==> config.mk <==
export PLATFORM = sky130hd
export DESIGN_NAME = sorted_byte_list_flat
export DESIGN_NICKNAME = d
export VERILOG_FILES = /design/src/rtl/sbl_pkg.sv /design/src/rtl/sbl_if.sv /design/src/rtl/sbl_cell.sv /design/src/rtl/sorted_byte_list.sv /design/src/flat_wrapper.sv
export SDC_FILE = /design/constraint.sdc
export NUM_CORES = 1
export LEC_CHECK = 0
export ABC_CLOCK_PERIOD_IN_PS = 4510
export BUFFER_PORTS_ARGS = -buffer_cell sky130_fd_sc_hd__clkbuf_2
export CORE_ASPECT_RATIO = 0.6
export CORE_MARGIN = 8
export CORE_UTILIZATION = 55
export CTS_CLUSTER_SIZE = 12
export DETAILED_ROUTE_END_ITERATION = 16
export GPL_TIMING_DRIVEN = 0
export PLACE_DENSITY = 0.72
export SKIP_LAST_GASP = 1
export SYNTH_ARGS = -nofsm -noshare
export SYNTH_HDL_FRONTEND = slang
export SYNTH_SLANG_ARGS = --single-unit
==> constraint.sdc <==
create_clock -name clk -period 4.51 [get_ports clk]
set_input_delay 0.2255 -clock clk [delete_from_list [all_inputs] [get_ports clk]]
set_output_delay 0.2255 -clock clk [all_outputs]
set_load 0.03 [all_outputs]
==> src/rtl/sbl_pkg.sv <==
// ----------------------------------------------------------------------------
// sbl_pkg
// Shared types and constants for the sorted byte list.
// ----------------------------------------------------------------------------
package sbl_pkg;

    localparam int CAPACITY = 16;
    localparam int CNT_W    = $clog2(CAPACITY + 1);

    typedef enum logic
    {
        OP_INSERT = 1'b0,
        OP_DELETE = 1'b1
    } opcode_t;

    typedef enum logic [2:0]
    {
        ST_INSERTED = 3'd0,
        ST_FULL     = 3'd1,
        ST_DELETED  = 3'd2,
        ST_NOTFOUND = 3'd3,
        ST_EMPTY    = 3'd4
    } status_t;

    // Broadcast from the top level to every cell
    typedef struct packed
    {
        logic              wr_en;
        logic              is_delete;
        logic signed [7:0] value;
    } cell_ctl_t;

endpackage

==> src/rtl/sbl_if.sv <==
// ----------------------------------------------------------------------------
// sbl_if
// Request and response channels of the sorted byte list.
// ----------------------------------------------------------------------------
interface sbl_req_if;
    logic              valid;
    logic              ready;
    logic              opcode;
    logic signed [7:0] value;

    modport source (output valid, output opcode, output value, input ready);
    modport sink   (input valid, input opcode, input value, output ready);
endinterface

interface sbl_rsp_if;
    logic              valid;
    logic              ready;
    logic [2:0]        status;
    logic [4:0]        entry_count;
    logic signed [7:0] smallest;

    modport source (output valid, output status, output entry_count, output smallest,
                    input ready);
    modport sink   (input valid, input status, input entry_count, input smallest,
                    output ready);
endinterface

==> src/rtl/sbl_cell.sv <==
// ----------------------------------------------------------------------------
// sbl_cell
// One slot of the sorted list: compares against the request value and
// shifts toward its left or right neighbor on insert or delete.
// ----------------------------------------------------------------------------
module sbl_cell
    import sbl_pkg::*;
(
    input  logic              clk,
    input  cell_ctl_t         ctl,
    input  logic              valid,
    input  logic signed [7:0] left_val,
    input  logic signed [7:0] right_val,
    input  logic              left_gt,
    input  logic              found_in,
    output logic              gt,
    output logic              found_out,
    output logic signed [7:0] val,
    output logic signed [7:0] val_next
);

    logic signed [7:0] val_reg;
    logic              eq;

    assign gt        = valid && (ctl.value > val_reg);
    assign eq        = valid && (ctl.value == val_reg);
    assign found_out = found_in | eq;
    assign val       = val_reg;

    always_comb
    begin
        if (ctl.is_delete)
        begin
            // at or past the first match, pull from the right
            val_next = (found_in | eq) ? right_val : val_reg;
        end
        else if (gt)
        begin
            val_next = val_reg;
        end
        else
        begin
            // first cell not below the value takes it, the rest shift right
            val_next = left_gt ? ctl.value : left_val;
        end
    end

    always_ff @(posedge clk)
    begin
        if (ctl.wr_en)
        begin
            val_reg <= val_next;
        end
    end

endmodule

==> src/rtl/sorted_byte_list.sv <==
// ----------------------------------------------------------------------------
// sorted_byte_list
// Bounded ascending list of signed bytes with insert and delete requests.
// ----------------------------------------------------------------------------
// All cells compare and shift together; the response is registered.
// Throughput: one request per cycle unless a response waits on rsp.ready.
// Reset: entry count and response valid clear asynchronously on rst_n low;
// cell contents are unspecified until written and need no clearing pass.
module sorted_byte_list
    import sbl_pkg::*;
(
    input  logic       clk,
    input  logic       rst_n,
    sbl_req_if.sink    req,
    sbl_rsp_if.source  rsp
);

    logic [CNT_W-1:0]  count_reg;
    logic [CNT_W-1:0]  count_next;
    logic              rsp_valid_reg;
    status_t           status_reg;
    status_t           status_next;
    logic [4:0]        entry_count_reg;
    logic signed [7:0] smallest_reg;
    logic signed [7:0] smallest_next;
    logic [CNT_W+4:0]  count_wide;

    logic              fire;
    logic              is_delete;
    logic              full;
    logic              do_ins;
    logic              do_del;
    cell_ctl_t         ctl;

    logic signed [7:0] val      [CAPACITY];
    logic signed [7:0] val_next [CAPACITY];
    logic              gt       [CAPACITY];
    logic              found    [CAPACITY+1];

    assign req.ready = !rsp_valid_reg || rsp.ready;
    assign fire      = req.valid && req.ready;
    assign is_delete = (req.opcode == OP_DELETE);
    assign full      = (count_reg == CNT_W'(CAPACITY));
    assign do_ins    = fire && !is_delete && !full;
    assign do_del    = fire && is_delete && found[CAPACITY];

    assign ctl.wr_en     = do_ins || do_del;
    assign ctl.is_delete = is_delete;
    assign ctl.value     = req.value;

    assign found[0] = 1'b0;

    genvar i;
    generate
        for (i = 0; i < CAPACITY; i++)
        begin : g_cell
            logic signed [7:0] lv;
            logic signed [7:0] rv;
            logic              lg;
            if (i == 0)
            begin : g_first
                assign lv = '0;
                assign lg = 1'b1;
            end
            else
            begin : g_mid
                assign lv = val[i-1];
                assign lg = gt[i-1];
            end
            if (i == CAPACITY - 1)
            begin : g_last
                assign rv = '0;
            end
            else
            begin : g_inner
                assign rv = val[i+1];
            end

            sbl_cell u_cell
            (
                .clk       (clk),
                .ctl       (ctl),
                .valid     (CNT_W'(i) < count_reg),
                .left_val  (lv),
                .right_val (rv),
                .left_gt   (lg),
                .found_in  (found[i]),
                .gt        (gt[i]),
                .found_out (found[i+1]),
                .val       (val[i]),
                .val_next  (val_next[i])
            );
        end
    endgenerate

    always_comb
    begin
        count_next  = count_reg;
        status_next = ST_INSERTED;
        if (!is_delete)
        begin
            if (full)
            begin
                status_next = ST_FULL;
            end
            else
            begin
                count_next = count_reg + 1'b1;
            end
        end
        else if (count_reg == '0)
        begin
            status_next = ST_EMPTY;
        end
        else if (found[CAPACITY])
        begin
            status_next = ST_DELETED;
            count_next  = count_reg - 1'b1;
        end
        else
        begin
            status_next = ST_NOTFOUND;
        end

        if (count_next == '0)
        begin
            smallest_next = '0;
        end
        else if (ctl.wr_en)
        begin
            smallest_next = val_next[0];
        end
        else
        begin
            smallest_next = val[0];
        end
    end

    assign count_wide = {5'd0, count_next};

    always_ff @(posedge clk or negedge rst_n)
    begin
        if (!rst_n)
        begin
            count_reg     <= '0;
            rsp_valid_reg <= 1'b0;
        end
        else
        begin
            if (fire)
            begin
                count_reg     <= count_next;
                rsp_valid_reg <= 1'b1;
            end
            else if (rsp.ready)
            begin
                rsp_valid_reg <= 1'b0;
            end
        end
    end

    always_ff @(posedge clk)
    begin
        if (fire)
        begin
            status_reg      <= status_next;
            entry_count_reg <= count_wide[4:0];
            smallest_reg    <= smallest_next;
        end
    end

    assign rsp.valid       = rsp_valid_reg;
    assign rsp.status      = status_reg;
    assign rsp.entry_count = entry_count_reg;
    assign rsp.smallest    = smallest_reg;

endmodule
==> src/flat_wrapper.sv <==
// flat-port wrapper written by rule: the top's interface ports become plain ports
module sorted_byte_list_flat import sbl_pkg::*;
  (clk, rst_n, req_valid, req_opcode, req_value, req_ready, rsp_valid, rsp_status, rsp_entry_count, rsp_smallest, rsp_ready);
  sbl_req_if req_i ();
  sbl_rsp_if rsp_i ();
  input  logic clk;
  input  logic rst_n;
  input wire logic [$bits(req_i.valid)-1:0] req_valid;
  input wire logic [$bits(req_i.opcode)-1:0] req_opcode;
  input wire logic [$bits(req_i.value)-1:0] req_value;
  output wire logic [$bits(req_i.ready)-1:0] req_ready;
  output wire logic [$bits(rsp_i.valid)-1:0] rsp_valid;
  output wire logic [$bits(rsp_i.status)-1:0] rsp_status;
  output wire logic [$bits(rsp_i.entry_count)-1:0] rsp_entry_count;
  output wire logic [$bits(rsp_i.smallest)-1:0] rsp_smallest;
  input wire logic [$bits(rsp_i.ready)-1:0] rsp_ready;
  assign req_i.valid = req_valid;
  assign req_i.opcode = req_opcode;
  assign req_i.value = req_value;
  assign req_ready = req_i.ready;
  assign rsp_valid = rsp_i.valid;
  assign rsp_status = rsp_i.status;
  assign rsp_entry_count = rsp_i.entry_count;
  assign rsp_smallest = rsp_i.smallest;
  assign rsp_i.ready = rsp_ready;
  sorted_byte_list u_core (.clk(clk), .rst_n(rst_n), .req(req_i), .rsp(rsp_i));
endmodule
* After elaboration in Yosys (flattened, before gate mapping) *
Index checks and enable logic that the tools add are counted.
Widths: inputs -> output; s select.

storage, ports and cells
  flip-flop bits (word level) = 150
  input port bits = 13
  output and inout port bits = 18
  logic and storage cells = 251

operators by class
  add/sub/neg operators = 2
  order comparisons = 32
  equal/unequal tests = 47
  muxes and demuxes = 74
  bitwise logic cells = 15
  reduce and logical (&&, ||, !) cells = 60

operator list
  operator             number
  $mux 8               64
  $eq 8x8->1           16
  $gt 8x8->1           16
  $reduce_and 3->1     15
  $lt 4x5->1 const A   8
  $logic_and 1x1->1    37
  $ne 2x1->1 const B   15
  $ne 2x2->1 const B   15
  $lt 3x5->1 const A   4
  $mux 5               4
  $or 1x1->1           15
  $logic_not 5->1      2
  $lt 1x5->1 const A   2
  $lt 2x5->1 const A   2
  $mux 3               2
  $add 5x1->5 const B  1
  $eq 5x5->1 const B   1
  $sub 5x1->5 const B  1
  $mux 1               4
  $logic_not 1->1      3
  $logic_or 1x1->1     2
  $reduce_bool 2->1    1

* Depth between registers and ports, before layout *
  word-level depth = 21
  depth in mapped cells = 13
  mapped depth without buffers = 10

* Modules after synthesis *
From an unflattened synthesis, not the netlist that was laid out.

unflattened totals
  cell total of the unflattened synthesis = 1413
  area, all modules = 14277.4 um^2

by module, submodules not included
  module                                   instances  cells each  area an instance (um^2)  seq. area each (um^2)
  sbl_cell at u_core.g_cell[0].u_cell ...  15         76          782.0                    240.2
  sorted_byte_list                         1          130         1360.1                   630.6
  sbl_cell at u_core.g_cell[1].u_cell      1          143         1187.4                   240.2

* Least setup slack after synthesis *
No wires, ideal clock.

  kind = input-to-reg
  from = input req_value[0]
  to = register u_core.g_cell[14].u_cell.val_reg[0], enable pin
  data arrival time = 3.178 ns
  setup slack = 0.943 ns
  cell stages on the path = 11
  path buffers = 2
  path through = clkbuf_1 -> inv_1 -> ha_1 -> nand4_1 -> a211oi_4 -> a21oi_4 -> and4_4 -> buf_6 -> and3_1 -> and2_1 -> a311oi_1

between the ends
  cells in the longest elaborated chain, start to end = 20
  elaborated cells between the ends (all ways) = 54
  those cells by class = 1 x order compare; 18 x eq/ne; 15 x bitwise; 20 x reduce/logical

RTL lines
  what                                   RTL line                        text
  from (decl)                            flat_wrapper.sv:10              input wire logic [$bits(req_i.value)-1:0] req_value;
  $eq 8x8->1                             sbl_cell.sv:26                  assign eq = valid && (ctl.value == val_reg);
  $logic_and 1x1->1                      sbl_cell.sv:26
  $or 1x1->1 (13 in a row)               sbl_cell.sv:27                  assign found_out = found_in | eq;
  $or 1x1->1                             sbl_cell.sv:27, sbl_cell.sv:35
  $or 1x1->1                             sbl_cell.sv:27
  $logic_and 1x1->1                      sorted_byte_list.sv:45          assign do_del = fire && is_delete && found[CAPACITY];
  $logic_or 1x1->1                       sorted_byte_list.sv:47          assign ctl.wr_en = do_ins || do_del;
  $reduce_and 3->1 (no source line) (*)  n/a
  to (signal assigned)                   sbl_cell.sv:52                  val_reg <= val_next;
  to (decl)                              sbl_cell.sv:22                  logic signed [7:0] val_reg;

Every way passes the cells marked *; elsewhere a longest branch is shown, timed or not.
A chain may end at the register's enable or synchronous reset.

* Final worst setup path *
  from = input req_value[0]
  to = register u_core.g_cell[14].u_cell.val_reg[6], enable pin

Same word-level chain as after synthesis.

==> out/results.tsv <==
stage	metric	value	unit
power_and_ir_drop	Combinational Power Share	39.1	%
die	IO Count	31	
setup_path	CP endpoint kind	flop	
setup_path	Setup CP Type	in -> reg	
timing	Rel. slew slack	25.2	%
die	Core Rows	42	
timing	Final TNS setup	0	ps
timing	final hold vios	0	
setup_path	cells along the critical path	clkbuf_1 -> clkinvlp_4 -> buf_4 -> ha_1 -> nand4_1 -> a211oi_4 -> a21oi_4 -> and4_4 -> buf_6 -> and3_1 -> and2_1 -> a311oi_2	
global_routing	gr ovfl total	0	
clocking	CTS H-tree lvls	4	
timing	Slew Limit Fails	0	
yosys	Post-synth EDFFs	136	
timing	Setup violations, final	0	
outcome	status	finished clean	
power_and_ir_drop	Tot Pwr	5520	uW
global_routing	first-pass GRT wire length	67000	um
clocking	number of buffers created by CTS	17	
timing	Max Freq	0.236	GHz
routing	# DRC	0	
setup_path	RR Endpoint	u_core.rsp.smallest[0]	
yosys	Mapped Nets	1482	
final_layout	Seq. cell area	0.00439	sq mm
clocking	root buf cell	clkbuf_16	
yosys	Main synth FF type	edfxtp_1	
clocking	clk_lat worst skew	450	ps
power_and_ir_drop	Max VDD drop	0.287	mV
setup_path	launch point of the worst reg-to-reg path	u_core.count_reg[0]	
timing	period utilisation layout	93.8	%
power_and_ir_drop	Flop pwr share	34.5	%
setup_path	crit-path max FO	12	
timing	setup ws final	278	ps
timing	clk_skew	9.29	ps
die	Die ar.	0.0270	sq mm
yosys	cell with the most instances after synthesis	edfxtp_1	
final_layout	Fillers	1934	
yosys	Synth area leader	edfxtp_1	
setup_path	slowest stage delay, CP	790	ps
setup_path	R2R Setup Slk	320	ps
yosys	Synth top area share	34.0	%
setup_path	CP arrival	4300	ps
global_routing	total track usage	34.0	%
final_layout	multi-input combinational cell area	0.00688	sq mm
routing	antenna-violating nets left	0	
routing	total detailed-routing wirelength	45400	um
yosys	synth top area cells	edfxtp_1 (34%), ha_1 (14%), inv_1 (4.2%), nand2_1 (4.2%), mux2i_1 (4.1%)	
yosys	Synth Instances	1337	
timing	WHS	99.5	ps
yosys	Syn Area/Cell	8.99	sq um
placed_design	Final GP Congestion	1.02	
die	placeable core area	0.0218	sq mm
routing	wire per inst	26.9	um
final_layout	Area growth syn-to-layout	9.88	%
setup_path	Worst Setup Start Kind	input port	
global_routing	largest net degree at the start of global routing	21	
power_and_ir_drop	P_sw	2160	uW
power_and_ir_drop	Pint	3370	uW
placed_design	dpl hpwl	33500	um
yosys	ys async rst share	4.00	%
setup_path	CP required	4580	ps
hold_path	Hold Crit Endpoint	u_core.rsp.valid	
setup_path	FF-to-FF path depth	10	
routing	Via density	6.84	
final_layout	fin nets	1536	
placed_design	IO buf count	29	
yosys	register area share after synthesis	36.6	%
clocking	Clock Path Buffers	2	
routing	via count	11600	
clocking	CTS tree	built	
yosys	Cell variety after synth	68	
hold_path	min-delay src	rsp_ready	
die	Initial Util	55.3	%
final_layout	max reg flops	128	
job	maxcap violations	0	
timing	RSZ-0062 raised after global routing	no	
yosys	area of the mapped netlist	0.0120	sq mm
global_routing	vias in the first global route	10600	
final_layout	share of cells above drive strength 1	7.06	%
yosys	Seq cells post-synth	150	
power_and_ir_drop	power per cell area	418	mW/mm^2
hold_path	hold path depth	3	
yosys	Yosys Warn Count	0	
clocking	total clock sinks	150	
routing	initial DRC count	1812	
die	Die Wd	207	um
clocking	clock-pin slew on the worst setup and hold paths	60	ps
yosys	Post-synth top cells	edfxtp_1 (136), inv_1 (134), nand2_1 (134)	
timing	pin slew with the least headroom to its limit	1110	ps
setup_path	slowest CP cell	a311oi_2	
die	die height	131	um
global_routing	initial antenna violation count	2	
power_and_ir_drop	Switching Fraction	39.0	%
routing	drt pass-1 iters	8	
power_and_ir_drop	leakage power	0.00552	uW
placed_design	pre-CTS setup slack	-1030	ps
hold_path	Hold Path Class	in -> reg	
power_and_ir_drop	clock network power share	26.4	%
timing	Final Critical Period	4230	ps
power by group through the flow:
stage / clock (uW) / combinational [uW] / sequential [uW]
floorplan: 0 / 1440 / 1910
global placement: 0 / 2030 / 1920
detailed placement: 0 / 2050 / 1920
CTS: 1450 / 2080 / 1890
global route: 1520 / 2320 / 1910
finish: 1460 / 2160 / 1900
metrics by stage:
step,area [sq um],util [%],std cells
after floorplan,12000,-,1337
after global placement,12500,57.6,1652
after detailed placement,12500,57.6,1652
after CTS,13200,60.6,1688
after global routing,13200,60.7,1688
final,13200,60.7,1689
worst max-delay path by stage:
stage / start / to / slack (ps) / cells after the start
6_report: req_value[0] / u_core.g_cell[14].u_cell.val[6] / 280 / 12
3_5_place_dp: req_value[0] / u_core.g_cell[9].u_cell.val[2] / -1030 / 12
4_1_cts: req_value[0] / u_core.g_cell[11].u_cell.val[1] / 180 / 12
2_1_floorplan: req_value[0] / u_core.g_cell[14].u_cell.val[0] / 940 / 11
5_1_grt: req_value[0] / u_core.rsp.smallest[0] / 200 / 14
3_3_place_gp: req_value[0] / u_core.g_cell[9].u_cell.val[1] / -1030 / 12
critical path, delay by kind of cell:
family / cells / cell delay, ps
AOI/OAI and AO/OA: 3 / 1410
adders and majority gates: 1 / 320
and+or+nand+nor: 4 / 980
buffers and inverters: 4 / 1350
cells by family (layout without fill, tap and decap cells):
kind of cell / count (synthesis) / count (layout) / share of synthesized area (%)
flip-flops: 150 / 150 / 36.6
other: 0 / 1 / 0
XOR/XNOR: 2 / 2 / 0.146
buffers and inverters: 202 / 267 / 6.74
AND/OR/NAND/NOR: 435 / 435 / 17.3
AO/OA/AOI/OAI: 364 / 364 / 21.2
multiplexers: 52 / 52 / 4.36
adder cells (fa/ha/maj): 132 / 132 / 13.7
layout by cell type (no fill, tap or decap), types with 6 or more instances in the layout:
cell type / n
edfxtp_1: 136
nand2_1: 134
inv_1: 133
ha_1: 132
o21ai_0: 96
nor2_1: 90
o21a_1: 64
nand3_1: 62
nor3_1: 49
mux2i_1: 48
a21oi_1: 46
clkbuf_1: 45
a221o_1: 40
nor2b_1: 34
a22oi_1: 32
nand4_1: 31
clkbuf_2: 30
clkbuf_16: 17
buf_1: 13
a31oi_1: 9
a211o_1: 8
a21boi_1: 8
dfxtp_1: 8
o21ai_1: 7
o22a_1: 7
o211a_1: 6
dfrtp_1: 6
final cells by class:
class                      instances  share of cell area [%]
multi-input combinational        985                    52.1
sequential                       150                    33.3
inverter                         134                    3.84
clock buffer                      19                    3.28
tap                              286                    2.71
buffer                            68                    2.33
timing repair buffer              35                    1.48
clock inverter                    11                    1.02
antenna                            1                  0.0189
metal layers:
| layer | vias up | track usage [%] | wire [um] |
|---|---|---|---|
| li1 | 5044 | - | - |
| met1 | 5491 | 49.3 | 19400 |
| met2 | 908 | 45.0 | 16900 |
| met3 | 115 | 14.7 | 7910 |
| met4 | 0 | 8.74 | 1200 |
| met5 | - | 0 | 0 |
repair_timing:
item                                    4_1_cts  5_1_grt
gates resized for setup                       7        5
setup buffers                                 4        0
endpoints found under the setup margin       97       49
hold endpoints to repair                      7        0
hold buffers                                  2        0
No activity file was read; power rests on OpenSTA's default activity.
